$ cat src/rtl/core/nhn_pkg.sv
// Shared widths, defaults and the controller-to-datapath command bundle
// for the 5-smooth number unit. No dependencies.
`default_nettype none
package nhn_pkg;

   localparam int INDEX_W   = 11;
   localparam int WORD_W    = 32;
   localparam int DEF_MAX_N = 1024;

   // store read port select
   localparam logic [1:0] SEL_TWO   = 2'd0;
   localparam logic [1:0] SEL_THREE = 2'd1;
   localparam logic [1:0] SEL_FIVE  = 2'd2;

   typedef struct packed {
      logic       load;       // restart the sequence
      logic       step;       // append the smallest candidate
      logic [1:0] rd_sel;     // which pointer addresses the store read
      logic       cap_two;    // refresh candidate of 2 from read data
      logic       cap_three;  // refresh candidate of 3 from read data
      logic       cap_five;   // refresh candidate of 5 from read data
      logic       emit;       // load the result register
      logic       bad;        // flagged request, result is zero
   } nhn_cmd_type;

endpackage
`default_nettype wire

$ cat src/rtl/core/nhn_controller.sv
// Sequencer for the 5-smooth number unit: handshakes and step schedule.
// Depends on nhn_pkg; commands nhn_datapath.
`default_nettype none
module nhn_controller #(
   parameter int MAX_N = nhn_pkg::DEF_MAX_N
) (
   input  wire logic                          clock,
   input  wire logic                          reset,
   input  wire logic                          req_valid,
   input  wire logic [nhn_pkg::INDEX_W-1:0]   req_index,
   output logic                               req_stall,
   output logic                               rsp_valid,
   input  wire logic                          rsp_stall,
   output nhn_pkg::nhn_cmd_type               cmd
);
   import nhn_pkg::*;

   localparam int AW = (MAX_N > 2) ? $clog2(MAX_N) : 1;

   localparam logic [2:0] ST_IDLE  = 3'd0;
   localparam logic [2:0] ST_STEP  = 3'd1;
   localparam logic [2:0] ST_RD2   = 3'd2;
   localparam logic [2:0] ST_RD3   = 3'd3;
   localparam logic [2:0] ST_RD5   = 3'd4;
   localparam logic [2:0] ST_LAND  = 3'd5;
   localparam logic [2:0] ST_DONE  = 3'd6;

   logic [2:0]    state_ff, state_in;
   logic [AW-1:0] rem_ff, rem_in;
   logic          bad_ff, bad_in;
   logic          valid_ff, valid_in;
   logic          accept;
   logic          flagged;
   logic          out_free;

   assign accept   = req_valid && !req_stall;
   assign flagged  = (req_index == '0) || (req_index > INDEX_W'(MAX_N));
   assign out_free = !valid_ff || !rsp_stall;

   always_comb begin
      state_in      = state_ff;
      rem_in        = rem_ff;
      bad_in        = bad_ff;
      valid_in      = valid_ff && rsp_stall;
      cmd           = '0;
      cmd.rd_sel    = SEL_TWO;
      cmd.bad       = bad_ff;
      case (state_ff)
         ST_IDLE: begin
            if (accept) begin
               bad_in = flagged;
               rem_in = AW'(req_index - INDEX_W'(1));
               if (flagged) begin
                  state_in = ST_DONE;
               end else begin
                  cmd.load = 1'b1;
                  state_in = (req_index == INDEX_W'(1)) ? ST_DONE : ST_STEP;
               end
            end
         end
         ST_STEP: begin
            cmd.step = 1'b1;
            rem_in   = rem_ff - AW'(1);
            state_in = (rem_ff == AW'(1)) ? ST_DONE : ST_RD2;
         end
         ST_RD2: begin
            cmd.rd_sel = SEL_TWO;
            state_in   = ST_RD3;
         end
         ST_RD3: begin
            cmd.rd_sel  = SEL_THREE;
            cmd.cap_two = 1'b1;
            state_in    = ST_RD5;
         end
         ST_RD5: begin
            cmd.rd_sel    = SEL_FIVE;
            cmd.cap_three = 1'b1;
            state_in      = ST_LAND;
         end
         ST_LAND: begin
            cmd.cap_five = 1'b1;
            state_in     = ST_STEP;
         end
         ST_DONE: begin
            // hold until the result register is free
            if (out_free) begin
               cmd.emit = 1'b1;
               valid_in = 1'b1;
               state_in = ST_IDLE;
            end
         end
         default: begin
            state_in = ST_IDLE;
         end
      endcase
   end

   always_ff @(posedge clock) begin
      if (reset) begin
         state_ff <= ST_IDLE;
         valid_ff <= 1'b0;
      end else begin
         state_ff <= state_in;
         valid_ff <= valid_in;
      end
   end

   always_ff @(posedge clock) begin
      rem_ff <= rem_in;
      bad_ff <= bad_in;
   end

   assign req_stall = (state_ff != ST_IDLE);
   assign rsp_valid = valid_ff;

endmodule
`default_nettype wire

$ cat config.mk
export PLATFORM = sky130hd
export DESIGN_NAME = nhn_controller
export DESIGN_NICKNAME = d
export VERILOG_FILES = /design/src/rtl/core/nhn_pkg.sv /design/src/rtl/core/nhn_controller.sv
export SDC_FILE = /design/constraint.sdc
export NUM_CORES = 1
export LEC_CHECK = 0
export ABC_AREA = 1
export BUFFER_PORTS_ARGS = -buffer_cell sky130_fd_sc_hd__clkbuf_2
export CAP_MARGIN = 20
export CORE_ASPECT_RATIO = 1.25
export CORE_UTILIZATION = 34
export DETAILED_ROUTE_END_ITERATION = 7
export REMOVE_ABC_BUFFERS = 1
export SLEW_MARGIN = 30
export SYNTH_ARGS = -nofsm -noshare
export SYNTH_HDL_FRONTEND = slang
export SYNTH_SLANG_ARGS = --single-unit
$ cat constraint.sdc
create_clock -name clock -period 4.4 [get_ports clock]
set_input_delay 1.32 -clock clock [delete_from_list [all_inputs] [get_ports clock]]
set_output_delay 1.32 -clock clock [all_outputs]
set_load 0.01 [all_outputs]
Word-level counts from Yosys, hierarchy flattened. Index checks and enable logic that the tools add are counted.

Word-level logic and storage cells: 51. Bits of input ports: 15. Register bits: 15.

Magnitude comparators: 1. $add $sub $neg: 2. Equal/unequal tests: 10. Mux-type cells: 20. Reductions and logical operators: 14.

Operators by type and width (number): $pmux W3 S7 (1); $pmux W10 S2 (1); $sub A10 B1 Y10 const B (2); $mux W3 (5); $eq A11 B1 Y1 const B (1); $gt A11 B11 Y1 const B (1); $logic_not A11 Y1 (1); $mux W1 (11); $eq A10 B1 Y1 const B (1); $mux W10 (1); $eq A3 B3 Y1 const B (3); $eq A3 B2 Y1 const B (2); $reduce_and A2 Y1 (3); $ne A2 B2 Y1 const B (2); $pmux W2 S2 (1); $eq A3 B1 Y1 const B (1); $logic_not A1 Y1 (3); $logic_not A3 Y1 (1); $reduce_bool A3 Y1 (1); $logic_and A1 B1 Y1 (2); $logic_or A1 B1 Y1 (2); $reduce_bool A2 Y1 (1).

Depth between registers and ports, before layout.
Depth in word-level cells: 5. Depth in mapped cells: 11. Mapped depth without buffers: 11.

Least setup slack after synthesis. Ideal clock, no wire load.

Path kind: input-to-output. Start point: input req_index[0] in the netlist's numbering. End point: output cmd[8] in the netlist's numbering. Stages: 8. Setup slack: 0.882 ns. Arrival time: 2.198 ns. Cells stage by stage: inv_1 -> ha_1 -> nand2_1 -> nor2_1 -> nand3_1 -> nand2_1 -> nand2_1 -> nor3_1.

RTL lines: from (decl) (RTL line nhn_controller.sv:10) `input wire logic [nhn_pkg::INDEX_W-1:0] req_index,`; to (decl) (RTL line nhn_controller.sv:14) `output nhn_pkg::nhn_cmd_type cmd`.

==> results.ini <==
[sta]
period_share=0.8399
rsz0062_at_grt=no
fmax_ghz=0.2706
drv_slew=0
tns_ns=0
finalHoldViolCount=0
fin_skew_ns=0.001563
tightest_slew_ns=0.5851
min_period_ns=3.696
relSlewSlack=0.6099
setup_violations=0

[detailed_routing]
wire_per_inst_um=10.63
vias_per_cell=4.717
vias=1066
routed_wl_um=2402
firstDrtPassIters=5
drcViolationCount=0
drtIter0Drc=22
antenna_left=0

[outcome]
status=finished clean

[worst_setup_path]
crit_start=req_index[0]
worstSetupPathType=input pin to primary output
crit_required_ns=3.08
end_kind=primary output
worstPathMaxFanout=3
critical_path_arrival_ns=2.38
crit_path_start_kind=input pin
r2r_start=rem_ff[0]$_DFFE_PP_

[placed_design]
dp.cells=222
numPortBuffers=25
dp_hpwl_um=1979
place.gp.congestion=0.7875

[synthesis]
syn-cell-area_mm2=0.001197
yosysWarningCount=0
ys_seq_area_frac=0.3427
synth-seq-cells=15
syn_area_per_cell_um2=7.346
yosysUniqueCellTypes=30
syn_inst=163

[grt]
antenna_found_initial=0
grt_overflow=0
track_usage=0.1472
grt_start_max_net_pins=18
grt_pass1_wl_um=3953
grt_pass1_vias=934

[final_layout]
fillers=389
seqCellArea_um2=410.4
area_growth_pct=16.72
drive_above_1_share=0.2857
finalNonFillerCells=226
multi_input_comb_area_um2=643.1
nNetsFinal=209
n_antenna_cell=0

[clock_network]
post_cts_buffers=0
clockRootBuffer=clkbuf_8
clkTransAtPathRegs_ns=0.06
cts_resized=0
clock_path_buffers=2
htreeDepth=1
clock_latency_ns=0.25
cts_sinks=15
cts_hold_buf=0
cts_tree=yes
cts_buffers=3

[floorplan]
die_h_um=68.35
ios=26
rows=23
dieWidth_um=55.08
dieArea_mm2=0.003765
start_util=0.3650
coreArea_mm2=0.003281

[worst_hold_path]
min-delay-path-class=register to register
min_from=rsp_valid$_SDFF_PP0_

[power_and_ir_drop]
leakage_nw=0.6995
powerDensity_mw_per_mm2=505.2
p_total_mw=0.7060
ir_worst_vdd_mv=0.3961

[job]
cap_violations=0

area by class of cell:
| cell class | instances | area share |
|---|---|---|
| inverters | 34 | 0.09132 |
| clock buffers | 4 | 0.03223 |
| well taps | 37 | 0.03312 |
| multi-input cells | 111 | 0.4602 |
| flip-flops and latches | 15 | 0.2936 |
| repair buffers | 25 | 0.08953 |
path summary, 6_finish.rpt:
path              cells past startpoint  slack (ns)                    to
setup / recovery                     10        0.70                cmd[8]
hold / removal                        2        0.48  rsp_valid$_SDFF_PP0_
setup reg to reg                      8        2.76   rem_ff[6]$_DFFE_PP_
hold reg to reg                       2        0.48  rsp_valid$_SDFF_PP0_
cells in the final DEF, fill, tap and decap left out, types with 2 or more instances in the layout:
cell type and instances:
nand2_1 31, inv_1 28, clkbuf_2 25, nor2_1 19, edfxtp_1 11, o21ai_0 9
inv_2 6, nor2_2 6, a21oi_1 5, nand3_1 4, nand3_2 4, a31oi_1 4
xnor2_1 4, ha_1 4, dfxtp_1 4, nand2_2 3, clkbuf_8 3, nor2_4 2
a22oi_1 2, a32oi_1 2, o21ai_2 2, nor3_1 2
sequential cells by signal (all words and copies together), names as in the netlist:
| signal | count |
|---|---|
| state_ff | 3 |
| rem_ff | 10 |
| bad_ff | 1 |
| rsp_valid | 1 |
critical path, cell delays in order:
cell	delay, ns
clkbuf_2	0.09
inv_1	0.08
ha_1	0.20
nand2_1	0.08
nor2_1	0.09
nand3_1	0.08
nand2_1	0.09
nand2_1	0.07
nor3_1	0.12
clkbuf_2	0.15
per-layer routing:
metal	GRT usage	up-vias	share of wire
li1	-	570	-
met1	0.1916	473	0.49
met2	0.2410	19	0.47
met3	0.02000	4	0.029
met4	0.05625	0	0.015
met5	0	-	0
stage by stage:
step | utilization | cell area, um^2 | worst slack [ns] | hold WS [ns]
after floorplan | - | 1177 | 0.8821 | 0.5030
after global placement | 0.4111 | 1349 | 0.6955 | 0.4772
after detailed placement | 0.4123 | 1353 | 0.6814 | 0.4783
final | 0.4260 | 1398 | 0.7044 | 0.4845
after global routing | 0.4260 | 1398 | 0.5694 | 0.5282
after CTS | 0.4260 | 1398 | 0.6837 | 0.4870
synth_stat cells, drive strengths merged:
cell / instances / area [um^2]
inv: 34 / 127.6
nand2: 34 / 135.1
nor2: 27 / 131.4
edfxtp: 11 / 330.3
o21ai: 11 / 58.81
nand3: 8 / 60.06
a21oi: 5 / 25.02
a31oi: 4 / 25.02
dfxtp: 4 / 80.08
ha: 4 / 50.05
xnor2: 4 / 35.03
buf: 3 / 20.01
nor3: 3 / 26.28
a22oi: 2 / 15.01
a32oi: 2 / 17.52
mux2i: 1 / 10.01
nand3b: 1 / 7.510
nand4: 1 / 12.51
nor3b: 1 / 7.510
o31ai: 1 / 7.510
or2: 1 / 6.260
xor2: 1 / 8.760
power by group:
part           switching, mW  leakage, nW  internal (mW)
registers             0.0449        0.138          0.232
logic                  0.205        0.538          0.110
clock network         0.0508       0.0228         0.0641
kinds of logic (layout without fill, tap and decap cells):
kind of cell / after synthesis / count (layout) / share of synthesized area
buffers and inverters: 37 / 63 / 0.1233
AND/OR/NAND/NOR: 76 / 76 / 0.3229
flip-flops: 15 / 15 / 0.3427
AO/OA/AOI/OAI: 25 / 25 / 0.1243
multiplexers: 1 / 1 / 0.008360
XOR/XNOR: 5 / 5 / 0.03657
adder cells (fa/ha/maj): 4 / 4 / 0.04180
(Power assumes the default switching activity.)
